==> src/rtl/core/tcpf_pkg.sv <==
// Package for the tile cache tag store with parent fallback.
// Holds field widths, operation codes and the command and result structs.
// No dependencies.
package tcpf_pkg;

  localparam int CacheEntries   = 8;
  localparam int FallbackLevels = 3;
  localparam int CoordW         = 20;
  localparam int ZoomW          = 5;
  localparam int SlotW          = 3;
  localparam int StampW         = 32;
  localparam int OpW            = 3;
  localparam int TagW           = 2 * CoordW + ZoomW;

  typedef enum logic [OpW-1:0] {
    OP_LOOKUP      = 3'd0,
    OP_ALLOC       = 3'd1,
    OP_MARK        = 3'd2,
    OP_CLEAR       = 3'd3,
    OP_FRAME_BEGIN = 3'd4,
    OP_FRAME_END   = 3'd5
  } op_e;

  typedef struct packed {
    op_e               op;
    logic [CoordW-1:0] x;
    logic [CoordW-1:0] y;
    logic [ZoomW-1:0]  zoom;
    logic [SlotW-1:0]  idx;
    logic              vis;
    logic [StampW-1:0] redraw;
  } cmd_t;

  typedef struct packed {
    logic             found;
    logic [SlotW-1:0] slot;
    logic [ZoomW-1:0] zoom;
  } res_t;

endpackage

==> src/rtl/core/tile_cache_parent_fallback_top.sv <==
// Tile cache tag store with parent-tile fallback, one word at a time.
// Lookup sweeps every entry through the single read port, allocate sweeps and then writes
// the chosen entry, and all other operations pass straight to the write state; each result
// then waits in the output register. The next word is taken only once the previous
// result has been handed to the output register.
// Reset is asynchronous and active low and clears the entry flags, so no clearing pass.
module tile_cache_parent_fallback_top #(
  parameter int CACHE_ENTRIES = tcpf_pkg::CacheEntries
) (
  input  logic                         clk_i,
  input  logic                         rst_ni,
  input  logic                         in_valid_i,
  output logic                         in_ready_o,
  input  logic [tcpf_pkg::OpW-1:0]     operation_i,
  input  logic [tcpf_pkg::CoordW-1:0]  tile_x_i,
  input  logic [tcpf_pkg::CoordW-1:0]  tile_y_i,
  input  logic [tcpf_pkg::ZoomW-1:0]   tile_zoom_i,
  input  logic [tcpf_pkg::SlotW-1:0]   entry_index_i,
  input  logic                         visible_i,
  input  logic [tcpf_pkg::StampW-1:0]  redraw_index_i,
  output logic                         out_valid_o,
  input  logic                         out_ready_i,
  output logic                         found_o,
  output logic [tcpf_pkg::SlotW-1:0]   slot_o,
  output logic [tcpf_pkg::ZoomW-1:0]   found_zoom_o
);

  localparam int IdxW = $clog2(CACHE_ENTRIES);

  // Command word assembled from the input ports.
  tcpf_pkg::cmd_t cmd;
  tcpf_pkg::res_t res;
  logic           res_valid, res_ready;

  // Memory port signals; tag and stamp share the read address.
  logic                          rd_en;
  logic [IdxW-1:0]               rd_addr;
  logic                          tag_we, stamp_we;
  logic [IdxW-1:0]               waddr;
  logic [tcpf_pkg::TagW-1:0]     tag_wdata, tag_rdata;
  logic [tcpf_pkg::StampW-1:0]   stamp_wdata, stamp_rdata;

  // Output register: holds one result word until the consumer takes it.
  logic           out_valid_q;
  tcpf_pkg::res_t out_q;

  assign cmd.op     = tcpf_pkg::op_e'(operation_i);
  assign cmd.x      = tile_x_i;
  assign cmd.y      = tile_y_i;
  assign cmd.zoom   = tile_zoom_i;
  assign cmd.idx    = entry_index_i;
  assign cmd.vis    = visible_i;
  assign cmd.redraw = redraw_index_i;

  // The sequencer may hand over a result when the output register is empty or draining.
  assign res_ready = !out_valid_q || out_ready_i;

  tcpf_seq #(
    .CACHE_ENTRIES(CACHE_ENTRIES)
  ) u_seq (
    .clk_i        (clk_i),
    .rst_ni       (rst_ni),
    .cmd_valid_i  (in_valid_i),
    .cmd_i        (cmd),
    .cmd_ready_o  (in_ready_o),
    .res_valid_o  (res_valid),
    .res_o        (res),
    .res_ready_i  (res_ready),
    .rd_en_o      (rd_en),
    .rd_addr_o    (rd_addr),
    .tag_we_o     (tag_we),
    .stamp_we_o   (stamp_we),
    .waddr_o      (waddr),
    .tag_wdata_o  (tag_wdata),
    .stamp_wdata_o(stamp_wdata),
    .tag_rdata_i  (tag_rdata),
    .stamp_rdata_i(stamp_rdata)
  );

  // Tag memory holds column, row and zoom level of every entry.
  tcpf_ram #(
    .Width(tcpf_pkg::TagW),
    .Depth(CACHE_ENTRIES)
  ) u_tag_ram (
    .clk_i  (clk_i),
    .we_i   (tag_we),
    .waddr_i(waddr),
    .wdata_i(tag_wdata),
    .re_i   (rd_en),
    .raddr_i(rd_addr),
    .rdata_o(tag_rdata)
  );

  // Stamp memory holds the last-used stamp; a flag in the sequencer marks stamps that read as zero.
  tcpf_ram #(
    .Width(tcpf_pkg::StampW),
    .Depth(CACHE_ENTRIES)
  ) u_stamp_ram (
    .clk_i  (clk_i),
    .we_i   (stamp_we),
    .waddr_i(waddr),
    .wdata_i(stamp_wdata),
    .re_i   (rd_en),
    .raddr_i(rd_addr),
    .rdata_o(stamp_rdata)
  );

  always_ff @(posedge clk_i or negedge rst_ni) begin
    if (!rst_ni) begin
      out_valid_q <= 1'b0;
    end else if (res_ready) begin
      out_valid_q <= res_valid;
    end
  end

  always_ff @(posedge clk_i) begin
    if (res_valid && res_ready) begin
      out_q <= res;
    end
  end

  assign out_valid_o  = out_valid_q;
  assign found_o      = out_q.found;
  assign slot_o       = out_q.slot;
  assign found_zoom_o = out_q.zoom;

endmodule

==> src/rtl/core/tcpf_ram.sv <==
// Simple dual-port synchronous memory: one write port, one registered read port.
// Depends on nothing; used for the tag and stamp arrays.
module tcpf_ram #(
  parameter int Width = 32,
  parameter int Depth = 8
) (
  input  logic                     clk_i,
  input  logic                     we_i,
  input  logic [$clog2(Depth)-1:0] waddr_i,
  input  logic [Width-1:0]         wdata_i,
  input  logic                     re_i,
  input  logic [$clog2(Depth)-1:0] raddr_i,
  output logic [Width-1:0]         rdata_o
);

  logic [Width-1:0] mem [Depth];
  logic [Width-1:0] rdata_q;

  always_ff @(posedge clk_i) begin
    if (we_i) begin
      mem[waddr_i] <= wdata_i;
    end
  end

  always_ff @(posedge clk_i) begin
    if (re_i) begin
      rdata_q <= mem[raddr_i];
    end
  end

  assign rdata_o = rdata_q;

endmodule

==> src/rtl/core/tcpf_seq.sv <==
// Sequencer of the tile cache: sweeps the tag and stamp memories for lookup and
// allocate, and keeps the valid, shown and zero-stamp flags. Uses tcpf_pkg.
module tcpf_seq #(
  parameter int CACHE_ENTRIES = tcpf_pkg::CacheEntries
) (
  input  logic                             clk_i,
  input  logic                             rst_ni,
  input  logic                             cmd_valid_i,
  input  tcpf_pkg::cmd_t                   cmd_i,
  output logic                             cmd_ready_o,
  output logic                             res_valid_o,
  output tcpf_pkg::res_t                   res_o,
  input  logic                             res_ready_i,
  output logic                             rd_en_o,
  output logic [$clog2(CACHE_ENTRIES)-1:0] rd_addr_o,
  output logic                             tag_we_o,
  output logic                             stamp_we_o,
  output logic [$clog2(CACHE_ENTRIES)-1:0] waddr_o,
  output logic [tcpf_pkg::TagW-1:0]        tag_wdata_o,
  output logic [tcpf_pkg::StampW-1:0]      stamp_wdata_o,
  input  logic [tcpf_pkg::TagW-1:0]        tag_rdata_i,
  input  logic [tcpf_pkg::StampW-1:0]      stamp_rdata_i
);

  localparam int IdxW = $clog2(CACHE_ENTRIES);

  typedef enum logic [3:0] {
    ST_IDLE  = 4'b0001,
    ST_SCAN  = 4'b0010,
    ST_WRITE = 4'b0100,
    ST_DONE  = 4'b1000
  } state_e;

  state_e                       state_q, state_d;
  tcpf_pkg::cmd_t               cmd_q;
  logic [IdxW-1:0]              cnt_q, cnt_d;
  logic                         iss_done_q, iss_done_d;
  logic                         chk_q, chk_d;
  logic [IdxW-1:0]              chk_idx_q, chk_idx_d;
  logic                         best_hit_q, best_hit_d;
  logic [IdxW-1:0]              best_idx_q, best_idx_d;
  logic [tcpf_pkg::ZoomW-1:0]   best_diff_q, best_diff_d;
  logic [tcpf_pkg::ZoomW-1:0]   best_lvl_q, best_lvl_d;
  logic [tcpf_pkg::StampW-1:0]  best_stamp_q, best_stamp_d;
  logic [CACHE_ENTRIES-1:0]     valid_q, valid_d;
  logic [CACHE_ENTRIES-1:0]     shown_q, shown_d;
  logic [CACHE_ENTRIES-1:0]     zero_q, zero_d;

  logic [tcpf_pkg::CoordW-1:0]  tag_col, tag_row, shx, shy;
  logic [tcpf_pkg::ZoomW-1:0]   tag_lvl, diff;
  logic [tcpf_pkg::StampW-1:0]  eff_stamp;
  logic                         lk_hit, al_cand, idx_ok;
  logic [IdxW-1:0]              idx_addr;

  // Entry evaluation for the word read in the previous cycle.
  assign tag_col   = tag_rdata_i[tcpf_pkg::TagW-1 -: tcpf_pkg::CoordW];
  assign tag_row   = tag_rdata_i[tcpf_pkg::ZoomW +: tcpf_pkg::CoordW];
  assign tag_lvl   = tag_rdata_i[tcpf_pkg::ZoomW-1:0];
  assign diff      = cmd_q.zoom - tag_lvl;
  assign shx       = cmd_q.x >> diff;
  assign shy       = cmd_q.y >> diff;
  assign lk_hit    = valid_q[chk_idx_q] && (tag_lvl <= cmd_q.zoom) &&
                     (diff <= tcpf_pkg::ZoomW'(tcpf_pkg::FallbackLevels)) &&
                     (tag_col == shx) && (tag_row == shy);
  assign eff_stamp = zero_q[chk_idx_q] ? '0 : stamp_rdata_i;
  assign al_cand   = !shown_q[chk_idx_q] && (eff_stamp < best_stamp_q);
  assign idx_ok    = int'(cmd_q.idx) < CACHE_ENTRIES;
  assign idx_addr  = IdxW'(cmd_q.idx);

  always_comb begin
    state_d       = state_q;
    cnt_d         = cnt_q;
    iss_done_d    = iss_done_q;
    chk_d         = chk_q;
    chk_idx_d     = chk_idx_q;
    best_hit_d    = best_hit_q;
    best_idx_d    = best_idx_q;
    best_diff_d   = best_diff_q;
    best_lvl_d    = best_lvl_q;
    best_stamp_d  = best_stamp_q;
    valid_d       = valid_q;
    shown_d       = shown_q;
    zero_d        = zero_q;
    rd_en_o       = 1'b0;
    rd_addr_o     = cnt_q;
    tag_we_o      = 1'b0;
    stamp_we_o    = 1'b0;
    waddr_o       = best_idx_q;
    tag_wdata_o   = {cmd_q.x, cmd_q.y, cmd_q.zoom};
    stamp_wdata_o = cmd_q.redraw;
    cmd_ready_o   = (state_q == ST_IDLE);
    res_valid_o   = (state_q == ST_DONE);

    unique case (state_q)
      ST_IDLE: begin
        if (cmd_valid_i) begin
          cnt_d        = '0;
          iss_done_d   = 1'b0;
          chk_d        = 1'b0;
          best_hit_d   = 1'b0;
          best_idx_d   = '0;
          best_diff_d  = '0;
          best_lvl_d   = '0;
          best_stamp_d = '1;
          if ((cmd_i.op == tcpf_pkg::OP_LOOKUP) || (cmd_i.op == tcpf_pkg::OP_ALLOC)) begin
            state_d = ST_SCAN;
          end else begin
            state_d = ST_WRITE;
          end
        end
      end
      ST_SCAN: begin
        chk_d = !iss_done_q;
        if (!iss_done_q) begin
          rd_en_o   = 1'b1;
          chk_idx_d = cnt_q;
          if (cnt_q == IdxW'(CACHE_ENTRIES - 1)) begin
            iss_done_d = 1'b1;
          end else begin
            cnt_d = cnt_q + 1'b1;
          end
        end
        if (chk_q) begin
          if (cmd_q.op == tcpf_pkg::OP_LOOKUP) begin
            // Nearest level wins; within a level the lowest index wins.
            if (lk_hit && (!best_hit_q || (diff < best_diff_q))) begin
              best_hit_d  = 1'b1;
              best_idx_d  = chk_idx_q;
              best_diff_d = diff;
              best_lvl_d  = tag_lvl;
            end
          end else if (al_cand) begin
            best_hit_d   = 1'b1;
            best_idx_d   = chk_idx_q;
            best_stamp_d = eff_stamp;
          end
          if (iss_done_q) begin
            state_d = (cmd_q.op == tcpf_pkg::OP_ALLOC) ? ST_WRITE : ST_DONE;
          end
        end
      end
      ST_WRITE: begin
        state_d = ST_DONE;
        unique case (cmd_q.op)
          tcpf_pkg::OP_ALLOC: begin
            if (best_hit_q) begin
              tag_we_o            = 1'b1;
              stamp_we_o          = 1'b1;
              valid_d[best_idx_q] = 1'b1;
              shown_d[best_idx_q] = cmd_q.vis;
              zero_d[best_idx_q]  = !cmd_q.vis;
            end
          end
          tcpf_pkg::OP_MARK: begin
            if (idx_ok) begin
              stamp_we_o        = 1'b1;
              waddr_o           = idx_addr;
              shown_d[idx_addr] = cmd_q.vis;
              zero_d[idx_addr]  = !cmd_q.vis;
            end
          end
          tcpf_pkg::OP_CLEAR: begin
            if (idx_ok) begin
              valid_d[idx_addr] = 1'b0;
              shown_d[idx_addr] = 1'b0;
              zero_d[idx_addr]  = 1'b1;
            end
          end
          tcpf_pkg::OP_FRAME_BEGIN: begin
            shown_d = '0;
          end
          tcpf_pkg::OP_FRAME_END: begin
            zero_d = zero_q | ~shown_q;
          end
          default: begin
          end
        endcase
      end
      ST_DONE: begin
        if (res_ready_i) begin
          state_d = ST_IDLE;
        end
      end
      default: begin
        state_d = ST_IDLE;
      end
    endcase
  end

  always_comb begin
    res_o.found = 1'b1;
    res_o.slot  = '0;
    res_o.zoom  = cmd_q.zoom;
    unique case (cmd_q.op)
      tcpf_pkg::OP_LOOKUP: begin
        res_o.found = best_hit_q;
        if (best_hit_q) begin
          res_o.slot = tcpf_pkg::SlotW'(best_idx_q);
          res_o.zoom = best_lvl_q;
        end
      end
      tcpf_pkg::OP_ALLOC: begin
        res_o.found = best_hit_q;
        if (best_hit_q) begin
          res_o.slot = tcpf_pkg::SlotW'(best_idx_q);
        end
      end
      tcpf_pkg::OP_MARK, tcpf_pkg::OP_CLEAR: begin
        res_o.slot = cmd_q.idx;
      end
      default: begin
      end
    endcase
  end

  always_ff @(posedge clk_i or negedge rst_ni) begin
    if (!rst_ni) begin
      state_q    <= ST_IDLE;
      cnt_q      <= '0;
      iss_done_q <= 1'b0;
      chk_q      <= 1'b0;
      valid_q    <= '0;
      shown_q    <= '0;
      zero_q     <= '1;
    end else begin
      state_q    <= state_d;
      cnt_q      <= cnt_d;
      iss_done_q <= iss_done_d;
      chk_q      <= chk_d;
      valid_q    <= valid_d;
      shown_q    <= shown_d;
      zero_q     <= zero_d;
    end
  end

  always_ff @(posedge clk_i) begin
    if (cmd_valid_i && cmd_ready_o) begin
      cmd_q <= cmd_i;
    end
    chk_idx_q    <= chk_idx_d;
    best_hit_q   <= best_hit_d;
    best_idx_q   <= best_idx_d;
    best_diff_q  <= best_diff_d;
    best_lvl_q   <= best_lvl_d;
    best_stamp_q <= best_stamp_d;
  end

endmodule

==> config.mk <==
export PLATFORM = sky130hd
export DESIGN_NAME = tile_cache_parent_fallback_top
export DESIGN_NICKNAME = d
export VERILOG_FILES = /design/src/rtl/core/tcpf_pkg.sv /design/src/rtl/core/tile_cache_parent_fallback_top.sv /design/src/rtl/core/tcpf_ram.sv /design/src/rtl/core/tcpf_seq.sv
export SDC_FILE = /design/constraint.sdc
export NUM_CORES = 1
export LEC_CHECK = 0
export BUFFER_PORTS_ARGS = -buffer_cell sky130_fd_sc_hd__buf_2
export CAP_MARGIN = 0
export CORE_ASPECT_RATIO = 1.4
export CORE_MARGIN = 4
export CORE_UTILIZATION = 55
export DETAILED_ROUTE_END_ITERATION = 8
export PLACE_DENSITY = 0.73
export SKIP_LAST_GASP = 1
export SYNTH_ARGS = -nofsm -noshare
export SYNTH_HDL_FRONTEND = slang
export SYNTH_HIERARCHICAL = 1
export SYNTH_SLANG_ARGS = --single-unit
==> constraint.sdc <==
create_clock -name clk_i -period 15.7 [get_ports clk_i]
set_clock_uncertainty 0.15 [all_clocks]
set_input_delay 0.785 -clock clk_i [delete_from_list [all_inputs] [get_ports clk_i]]
set_output_delay 0.785 -clock clk_i [all_outputs]
set_load 0.05 [all_outputs]
After elaboration in Yosys (flattened, before gate mapping)
Memory sizes are Yosys's and may differ from the RTL's. A register that Yosys moved wholly into a read port is not among the register bits.
Index checks and enable logic that the tools add are counted.
{"block": "totals", "reg_bits": 176, "latch_bits": 0, "ramBits": 616, "mem_bits_ro": 0, "output_inout_bits": 11, "mem_count": 2}
{"block": "op_classes", "add_sub_neg": 2, "multipliers": 0, "n_div": 0, "order_cmp": 9, "n_eq_ne": 26, "n_shift": 2, "mux": 78, "bitwise": 8, "n_reduce_logical": 36}
{"name": "u_tag_ram.mem", "depth": 8, "word_bits": 45, "rd": 1, "rd_ports_with_merged_regs": 1, "wr": 1, "line_no": "tcpf_ram.sv:16", "text": "logic [Width-1:0] mem [Depth];"}
{"name": "u_stamp_ram.mem", "depth": 8, "word_bits": 32, "rd": 1, "rd_ports_with_merged_regs": 1, "wr": 1, "line_no": "tcpf_ram.sv:16"}
{"operator": "32-bit two-way mux", "n": 5}
{"operator": "32-bit case mux with 2 select lines", "n": 1}
{"operator": "8-bit case mux with 4 select lines", "n": 2}
{"operator": "20-bit == test", "n": 2}
{"operator": "5-bit two-way mux", "n": 8}
{"operator": "20-bit by 5-bit >> shifter with 20-bit output", "n": 2}
{"operator": "3-bit two-way mux", "n": 11}
{"operator": "8-bit bitwise mux", "n": 4}
{"operator": "32-bit less-than comparator", "n": 1}
{"operator": "8-bit two-way mux", "n": 4}
{"operator": "8-bit OR", "n": 3}
{"operator": "1-bit two-way mux", "n": 22}
{"operator": "4-bit two-way mux", "n": 5}
{"operator": "5-bit case mux with 2 select lines", "n": 2}
{"operator": "8-bit bitwise AND", "n": 2}
{"operator": "8-bit NOT", "n": 2}
{"operator": "4-bit case mux with 4 select lines", "n": 1}
{"operator": "8-bit case mux with 2 select lines", "n": 1}
{"operator": "5-bit AND reduction", "n": 3}
{"operator": "2-bit by 1-bit != test with 1-bit output (second input constant)", "n": 7}
{"operator": "3-bit by 4-bit less-than comparator with 1-bit output (second input constant)", "n": 3}
{"operator": "3-bit case mux with 2 select lines", "n": 2}
{"operator": "1-bit logical AND", "n": 10}
{"operator": "1-bit binary-select mux with 3-bit select", "n": 3}
{"operator": "29 further kinds", "n": 55}

Depth between registers and ports, before layout
Gate-level depths: netlist of the first run.
{"block": "logic_depth", "ltp_word": 11, "ltp_mapped": 18, "mapped_depth_nobuf": 15}

Cells and area by module
The synthesis of the first run kept the hierarchy.
{"module": "tcpf_ram (u_tag_ram)", "n_inst": 1, "cells_each": 578, "area_per_inst_um2": 15263.4, "seq_area_each_um2": 12161.7}
{"module": "tcpf_seq", "n_inst": 1, "cells_each": 1155, "area_per_inst_um2": 11805.1, "seq_area_each_um2": 4830.9}
{"module": "tcpf_ram (u_stamp_ram)", "n_inst": 1, "cells_each": 415, "area_per_inst_um2": 10786.6, "seq_area_each_um2": 8648.3}
{"module": "tile_cache_parent_fallback_top", "n_inst": 1, "cells_each": 13, "area_per_inst_um2": 324.1, "seq_area_each_um2": 295.3}

Worst setup path before layout of the first run
OpenSTA, ideal clock, no wires.
{"block": "synth_path", "path_type": "flip-flop to flip-flop", "startpoint": "register u_seq.state_q[1]", "endpoint": "memory u_tag_ram/mem[0][0] (netlist bit) (enable)", "arrival_ns": 5.054, "t_required_ns": 15.047, "path_slack_ns": 9.993, "stages_incl_launch_ff": 6, "n_path_buf": 0, "cell_sequence": "dfrtp_1 > or4b_2 > or3_1 > mux2_2 > nand2b_1 > nor3_1"}
{"item": "start, declared", "line_no": "tcpf_seq.sv:34", "text": "state_e state_q, state_d;"}
{"item": "start signal, assigned", "line_no": "tcpf_seq.sv:226", "text": "state_q <= state_d;"}
{"item": "4-bit by 3-bit == test with 1-bit output", "line_no": "tcpf_seq.sv:94", "text": "unique case (state_q)"}
{"item": "3-bit two-way mux", "line_no": "tcpf_seq.sv:94"}
{"item": "net waddr[2]", "line_no": "tile_cache_parent_fallback_top.sv:39", "text": "logic [IdxW-1:0] waddr;"}
{"item": "end, declared", "line_no": "tcpf_ram.sv:16"}
The timed path passes the listed nets, and every way through them passes these cells.

Worst setup path in the final report of the first run
{"block": "layout_path", "startpoint": "register u_seq.cmd_q, in the netlist u_seq/tag_wdata_o[0]", "endpoint": "register u_seq/best_lvl_q[0] (netlist bit) (enable)"}
{"block": "layout_between", "elab_chain_cells": 8}
{"item": "start, declared", "line_no": "tcpf_seq.sv:35", "text": "tcpf_pkg::cmd_t cmd_q;"}
{"item": "start signal, assigned", "line_no": "tcpf_seq.sv:238", "text": "cmd_q <= cmd_i;"}
{"item": "5-bit subtractor or 5-bit <= comparator (tied branches)", "line_no": "tcpf_seq.sv:59, tcpf_seq.sv:62"}
{"item": "20-bit by 5-bit >> shifter with 20-bit output, or another cell as far along", "line_no": "tcpf_seq.sv:60", "text": "assign shx = cmd_q.x >> diff;"}
{"item": "20-bit == test or 1-bit logical AND (tied branches)", "line_no": "tcpf_seq.sv:64, tcpf_seq.sv:62"}
{"item": "1-bit logical AND", "line_no": "tcpf_seq.sv:63", "text": "(diff <= tcpf_pkg::ZoomW'(tcpf_pkg::FallbackLevels)) &&"}
{"item": "1-bit logical AND", "line_no": "tcpf_seq.sv:64", "text": "(tag_col == shx) && (tag_row == shy);"}
{"item": "1-bit logical AND *", "line_no": "tcpf_seq.sv:126", "text": "if (lk_hit && (!best_hit_q || (diff < best_diff_q))) begin"}
{"item": "2-bit by 1-bit != test with 1-bit output (no source line) *"}
{"item": "5-bit AND reduction (no source line) *"}
{"item": "end signal, assigned", "line_no": "tcpf_seq.sv:244", "text": "best_lvl_q <= best_lvl_d;"}
{"item": "end, declared", "line_no": "tcpf_seq.sv:43", "text": "logic [tcpf_pkg::ZoomW-1:0] best_lvl_q, best_lvl_d;"}
Every way passes the cells marked *; elsewhere a longest branch is shown, timed or not.
A chain may end at the register's enable or synchronous reset.

==> results.toml, run 1 <==
[drt]
drt-vias-per-instance = 6.20
firstDrtPassIters = 6
average_wire_per_standard_cell_um = 25.9
aggregate_routed_wire_length_um = 82300
drt_iter0_markers = 1906
remaining_drc_errors = 0
postRouteAntennaNets = 0
vias = 19709

[synth]
synth_fa_ha_area_share_pct = 1.40
post_synth_inst_count = 2161
synthDistinctLibCells = 91
synth-seq-area-share_pct = 67.9
async_flop_share_pct = 3.91
ys_warns = 6
post_synth_top_flop = "edfxtp_1"
synth.net_count = 2291
yosys-top-cells-area = "edfxtp_1 (66%), mux4_1 (9.0%), mux4_2 (3.8%)"
synth_top_area_cell = "edfxtp_1"
synth_compound_gate_area_share_pct = 4.85
synthesis.area_per_instance_um2 = 17.7
post_synth_simple_gate_area_pct = 5.49
synth_top_family_by_area = "multiplexers"
ys_ff_latch = 869
synth_top_cell_area_share_pct = 65.7
mappedNetlistArea_um2 = 38200
synth-edff-count = 835
muxShareOfSynthArea_pct = 16.1
synth-xor-area-share_pct = 0.367

[cts]
clock_tree.htree_level_count = 3
tritoncts = "done"
post-cts-setup-buffer-count = 0
clock_tree.root_cell = "clkbuf_16"
cts.path.max_buffers = 3
clk-insertion-delay-late_ps = 640
cts_resized = 0
cts_inserted_buffers = 80
clk_pin_slew_ps = 70
post_cts_hold_buffer_count = 0
clock_sinks = 869

[run]
max-cap-violations = 0

[grt]
grt_antenna_before_repair = 1
grt_pass1_wl_um = 125000
grt.total_usage_pct = 22.4
top_usage_layer = "met2"
maximum_number_of_pins_on_one_net_before_global_route_repair = 126
groute.layer.met2.usage_pct = 39.7
global_route.usage.met3_pct = 2.97
first_global_vias = 20431
grt_remaining_overflow = 0
use_met1_pct = 28.3

[sta]
final_cycle_share_pct = 33.7
setup-violations-final = 0
worst_slew_margin_rel_pct = 32.5
timing_worst_slew_pin_value_ps = 1010
timing_hold_violations_final = 0
totalNegativeSetupSlack_ps = 0
max_clock_freq_mhz = 189
slew_viol_final = 0
final.min_clock_period_ps = 5290
whs_ps = 101
setup_repair_after_global_routing_missed_its_margin = "no"

[place]
gp_congestion = 0.919
post-dp-hpwl_um = 48300
placement.cell_area_um2 = 39100
dp.cells = 3037
buffer_ports.inserted = 98

[die]
rows = 114
floorplan.die_area_um2 = 73800
placeableCoreArea_um2 = 68900
dieWidth_um = 231
pin_count = 99
dieHeight_um = 320
initial_utilization_pct = 55.4

[power_and_ir_drop]
vdd.ir_drop.worst_v = 0.000123
power.density_nw_per_um2 = 152
total_leakage_power_nw = 14.0

[final_layout]
share_of_final_layout_standard_cells_stronger_than_drive_strength_1_pct = 20.9
area_added_between_synthesis_and_finish_pct = 9.10
fin_area_um2 = 41700
number_of_inserted_diodes = 0
fin_util_pct = 60.5
post_layout_nonfiller_instances = 3180
top_library_cells_by_usage_in_the_layout_fill_and_taps_aside = "edfxtp_1 (835), mux4_1 (131), buf_2 (98), mux2_2 (90), nand2_1 (88)"
finalNetCount = 2321
layout_commonest_cell = "edfxtp_1"

[worst_setup_path]
arrival_ps = 5420
critical_path_peak_fanout = 47
worstSetupPathType = "reg -> reg"
worst_setup_path_end_kind = "flip-flop"
cp.required_ps = 15830
crit_path_start_kind = "flip-flop"

[min_path]
worst_min_delay_path_category = "in -> async"

[status]
status = "finished clean"
-- per-stage QoR --
| step | worst slack (ps) | total power, mW |
|---|---|---|
| floorplan | 9990 | 4.09 |
| global placement | 10690 | 4.41 |
| detailed placement | 10520 | 4.44 |
| CTS | 10510 | 6.36 |
| global route | 10180 | 6.59 |
| finish | 10410 | 6.32 |
-- path summary, 6_finish.rpt --
path	from	end	slack [ps]	cells after the start
max in group asynchronous	rst_ni	u_seq/rd_addr_o[0]$_DFFE_PN0P_	14680	1
min	rst_ni	u_seq/valid_q[2]$_DFFE_PN0P_	100	1
max reg2reg	u_seq/tag_wdata_o[0]$_DFFE_PP_	u_seq/best_lvl_q[0]$_SDFFCE_PN0P_	10410	14
min in group clk_i	redraw_index_i[5]	u_seq/stamp_wdata_o[5]$_DFFE_PP_	170	1
min reg2reg	flip-flop	flip-flop	360	2
max	u_seq/tag_wdata_o[0]$_DFFE_PP_	u_seq/best_lvl_q[0]$_SDFFCE_PN0P_	10410	14
-- critical path, cell delays in order, from the launching register on --
cell,delay [ps]
edfxtp_1,480
inv_1,130
ha_4,190
fa_2,390
xor2_4,130
buf_4,460
inv_2,470
a211oi_2,600
o2111a_1,250
nand4_1,100
nor4_1,290
o2111ai_1,190
nor4_1,360
nand4_1,300
nand2_1,420
-- layout make-up --
type	count	area [µm²]
clock buffer	99	2120
inverter	61	231
tap	928	1160
clock inverter	44	454
timing repair buffer	140	818
fill	4911	27200
sequential	869	25900
multi-input combinational	1039	10900
-- power breakdown --
part           switching [mW]  total, mW  internal [mW]
Combinational           0.807       1.38          0.568
Clock                   0.823       1.92           1.09
Sequential              0.211       3.02           2.81
Total                    1.84       6.32           4.47
-- state kept, by name, indices dropped and copies added, names as in the netlist, 3 cells and up, named ones only --
name                 count
u_seq/best_stamp_q      32
u_tag_ram/rdata_o       45
u_seq/state_q            4
u_tag_ram/mem          360
u_seq/best_lvl_q         5
u_seq/best_idx_q         3
u_seq/valid_q            8
u_seq/tag_wdata_o       45
u_seq/stamp_wdata_o     32
u_seq/best_diff_q        5
u_stamp_ram/mem        256
found_zoom_o             5
u_seq/cmd_q              4
u_seq/rd_addr_o          3
u_seq/chk_idx_q          3
slot_o                   3
u_seq/idx_addr           3
u_stamp_ram/rdata_o     32
-- per-layer routing --
layer	part of all wire, %	up-vias	wire (µm)
met4	3.3	0	2720
met2	53	681	43800
met1	39	10158	31700
li1	-	8709	-
met3	4.9	161	4060
met5	0	-	0
-- synthesized netlist by cell type (10+ instances only) --
| master | n |
|---|---|
| edfxtp_1 | 835 |
| mux4_1 | 131 |
| nor2_1 | 94 |
| mux2_2 | 90 |
| nand2_1 | 88 |
| buf_4 | 82 |
| mux4_2 | 65 |
| o21ai_0 | 63 |
| inv_1 | 58 |
| a21oi_1 | 56 |
| nand2b_1 | 47 |
| clkbuf_1 | 43 |
| ha_1 | 41 |
| and2_1 | 40 |
| dfrtp_1 | 25 |
| buf_2 | 24 |
| nand3_1 | 24 |
| buf_6 | 22 |
| a22oi_1 | 20 |
| nor3_1 | 20 |
| a21o_1 | 18 |
| buf_1 | 18 |
| mux2i_1 | 18 |
| nand4_1 | 15 |
| a22o_1 | 14 |
| o22ai_1 | 14 |
| a211oi_1 | 13 |
| nor3b_1 | 10 |
| nor4_1 | 10 |
-- cell families (layout without fill, tap and decap cells) --
kind of cell / count (synthesis) / after routing
simple gates: 399 / 399
buf+inv: 253 / 344
mux: 307 / 307
flops: 869 / 869
fa+ha+maj: 42 / 42
xor+xnor: 16 / 16
compound gates: 275 / 275
Power figures use the tool's default switching activity.
==> inputs of run 2 (changes only) <==
--- a/config.mk
+++ b/config.mk
@@ -5,13 +5,14 @@
 export SDC_FILE = /design/constraint.sdc
 export NUM_CORES = 1
 export LEC_CHECK = 0
+export ABC_AREA = 1
 export BUFFER_PORTS_ARGS = -buffer_cell sky130_fd_sc_hd__buf_2
 export CAP_MARGIN = 0
 export CORE_ASPECT_RATIO = 1.4
 export CORE_MARGIN = 4
 export CORE_UTILIZATION = 55
 export DETAILED_ROUTE_END_ITERATION = 8
-export PLACE_DENSITY = 0.73
+export PLACE_DENSITY = 0.72
 export SKIP_LAST_GASP = 1
 export SYNTH_ARGS = -nofsm -noshare
 export SYNTH_HDL_FRONTEND = slang
==> constraint.sdc (replaced) <==
create_clock -name clk_i -period 5.4 [get_ports clk_i]
set_clock_uncertainty 0.15 [all_clocks]
set_input_delay 0.27 -clock clk_i [delete_from_list [all_inputs] [get_ports clk_i]]
set_output_delay 0.27 -clock clk_i [all_outputs]
set_load 0.05 [all_outputs]
==> results.toml, run 2 <==
[die]
placeableCoreArea_um2 = 74000
dieWidth_um = 239
pin_count = 99
rows = 118
dieHeight_um = 331
floorplan.die_area_um2 = 79000
initial_utilization_pct = 55.4

[worst_setup_path]
crit-reg2reg-launch = "u_seq/tag_wdata_o[2]$_DFFE_PP_"
cp.required_ps = 5570
arrival_ps = 4510
crit_path_start_kind = "flip-flop"
worst_setup_path_end_kind = "flip-flop"
reg2reg_setup_slack_ps = 1060
critical_path_peak_fanout = 28
timing.reg2reg.worst_path_depth = 18
timing.rr.end = "u_seq/best_idx_q[0]$_SDFFCE_PN0P_"
worstSetupPathType = "reg -> reg"

[grt]
grt_pass1_wl_um = 151000
grt.total_usage_pct = 24.5
grt_antenna_before_repair = 2
first_global_vias = 28099
grt_remaining_overflow = 0
maximum_number_of_pins_on_one_net_before_global_route_repair = 97

[status]
status = "finished clean"

[final_layout]
area_added_between_synthesis_and_finish_pct = 10.8
filler_cell_count_in_the_final_layout = 5888
top_library_cells_by_usage_in_the_layout_fill_and_taps_aside = "nand2_1 (1363), edfxtp_1 (835), inv_1 (702), nand3_1 (549), inv_2 (117)"
fin_area_um2 = 45400
top_register = "u_tag_ram/mem"
largest_registers = "u_tag_ram/mem x360, u_stamp_ram/mem x256"
fin_util_pct = 61.4
finalNetCount = 4495
share_of_final_layout_standard_cells_stronger_than_drive_strength_1_pct = 9.51
layout_commonest_cell = "nand2_1"
number_of_flip_flops_under_the_largest_register_name = 360

[synth]
post_synth_top_flop = "edfxtp_1"
synthesis.area_per_instance_um2 = 9.55
ys_ff_latch = 869
synth.cells.most_frequent = "nand2_1 (1363), edfxtp_1 (835), inv_1 (705)"
synth_most_common_cell = "nand2_1"
synth-edff-count = 835
post_synth_inst_count = 4294
synth_top_cell_area_share_pct = 61.2
synth_top_area_cell = "edfxtp_1"
ys_warns = 6
synth.net_count = 4424
async_flop_share_pct = 3.91
mappedNetlistArea_um2 = 41000
synthDistinctLibCells = 42
synth-seq-area-share_pct = 63.3
yosys-top-cells-area = "edfxtp_1 (61%), nand2_1 (12%), nand3_1 (6.7%)"

[drt]
aggregate_routed_wire_length_um = 97500
vias = 28617
drt-vias-per-instance = 5.31
firstDrtPassIters = 6
remaining_drc_errors = 0
average_wire_per_standard_cell_um = 18.1
drt_iter0_markers = 2411
postRouteAntennaNets = 0

[sta]
final.min_clock_period_ps = 4340
totalNegativeSetupSlack_ps = 0
slew_viol_final = 0
final_cycle_share_pct = 80.5
timing_hold_violations_final = 0
setup_repair_after_global_routing_missed_its_margin = "no"
timing_worst_slew_pin_value_ps = 1150
whs_ps = 138
setup-violations-final = 0
max_clock_freq_mhz = 230
worst_slew_margin_rel_pct = 22.8

[cts]
clock_tree.htree_level_count = 3
clk-insertion-delay-late_ps = 650
cts_resized = 0
clk_pin_slew_ps = 70
clock_sinks = 869
cts_inserted_buffers = 83
tritoncts = "done"
cts.path.max_buffers = 3
clock_tree.root_cell = "clkbuf_16"

[power_and_ir_drop]
power_mw = 20.4
power.switching_fraction_pct = 34.6
power.switching_mw = 7.06
power_frac_clock_pct = 28.8
total_leakage_power_nw = 20.0
power.density_nw_per_um2 = 450
power.share.combinational_pct = 27.3
power.sequential.fraction_pct = 43.9
vdd.ir_drop.worst_v = 0.000345
cell_internal_pwr_mw = 13.4

[place]
post-dp-hpwl_um = 56800
gp_congestion = 1.00
placement.cell_area_um2 = 41800
buffer_ports.inserted = 98

[run]
max-cap-violations = 0

[min_path]
worst_min_delay_path_category = "in -> async"
==> run 2: changes by cell type in the layout (fill, tap and decap cells not counted), moves of 47 or more <==
| cell | previous run | this run |
|---|---|---|
| inv_1 | 57 | 702 |
| nand2b_1 | 47 | 0 |
| inv_2 | 2 | 117 |
| mux4_2 | 65 | 0 |
| mux2_2 | 90 | 3 |
| nand2_1 | 88 | 1363 |
| nand3_1 | 24 | 549 |
| mux4_1 | 131 | 0 |
| dlygate4sd3_1 | 0 | 87 |
==> run 2: metal layers <==
metal	part of all wire, %	routed length [µm]	vias up	track usage (%)
li1	-	-	13835	-
met3	6.1	5930	265	3.25
met4	4.4	4270	2	11.5
met5	0.012	12	-	0
met2	52	50500	1021	44.0
met1	38	36900	13494	29.3
==> run 2: layout make-up <==
class | instances | area [µm²] | area share (%)
clock buffer | 100 | 2230 | 4.90
antenna | 1 | 2.50 | 0.00551
multi-input combinational | 2350 | 10600 | 23.3
tap | 960 | 1200 | 2.64
inverter | 825 | 3100 | 6.83
sequential | 869 | 25900 | 57.1
timing repair buffer | 236 | 1830 | 4.03
clock inverter | 47 | 515 | 1.13
==> run 2: how the worst max path moves through the flow <==
stage                                         from                                   to  slack [ps]  cells past startpoint
CTS                 u_seq/tag_wdata_o[2]$_DFFE_PP_    u_seq/best_idx_q[0]$_SDFFCE_PN0P_        1070                     18
global placement    u_seq/tag_wdata_o[2]$_DFFE_PP_    u_seq/best_idx_q[0]$_SDFFCE_PN0P_        1140                     18
global route        u_seq/tag_wdata_o[2]$_DFFE_PP_    u_seq/best_idx_q[0]$_SDFFCE_PN0P_         570                     18
detailed placement  u_seq/tag_wdata_o[2]$_DFFE_PP_    u_seq/best_idx_q[0]$_SDFFCE_PN0P_        1070                     18
floorplan             u_seq/state_q[0]$_DFFE_PN1P_  u_seq/best_stamp_q[0]$_SDFFCE_PN1P_         750                      6
finish              u_seq/tag_wdata_o[2]$_DFFE_PP_    u_seq/best_idx_q[0]$_SDFFCE_PN0P_        1060                     18
==> run 2: what timing repair did <==
action | 4_1_cts | 5_1_grt
hold buffers | 87 | 0
hold endpoints to repair | 116 | 0
setup buffers | 0 | 0
==> run 2: critical path, cell delays in order, from the launching register on <==
cell	delay (ps)
edfxtp_1	520
ha_1	600
nand3_1	180
nand2_1	120
nand2_1	50
nand2_1	770
buf_4	320
nand3_1	90
nor2_1	130
nand2_1	60
nor2_1	80
nand2_1	50
nor2_1	80
nand2_1	50
nor2_1	100
nand3_1	180
nand2_1	110
nand2_1	50
nor2_1	300
==> run 2: kinds of logic (layout without fill, tap and decap cells) <==
family | count (synthesis) | count (layout) | share of synthesized area (%)
adders and majority gates | 42 | 42 | 1.30
and+or+nand+nor | 2101 | 2101 | 21.3
muxes | 3 | 3 | 0.0824
other | 0 | 1 | 0
buffers and inverters | 1075 | 1208 | 11.2
xor gates and xnor gates | 2 | 2 | 0.0794
DFF | 869 | 869 | 63.3
AOI/OAI and AO/OA | 202 | 202 | 2.75
==> run 2: through the flow <==
stage | setup WS, ps | std cells
after floorplan | 748 | 4294
after global placement | 1140 | 5153
after detailed placement | 1070 | 5153
after CTS | 1070 | 5387
after global routing | 573 | 5387
final | 1060 | 5388
==> run 2: power groups by stage <==
stage	clock (mW)	combinational [mW]	sequential, mW
after floorplan	0	4.45	8.69
after global placement	0	5.38	9.09
after detailed placement	0	5.47	9.11
after CTS	5.98	5.55	8.97
after global routing	6.24	6.25	9.04
final	5.87	5.58	8.97
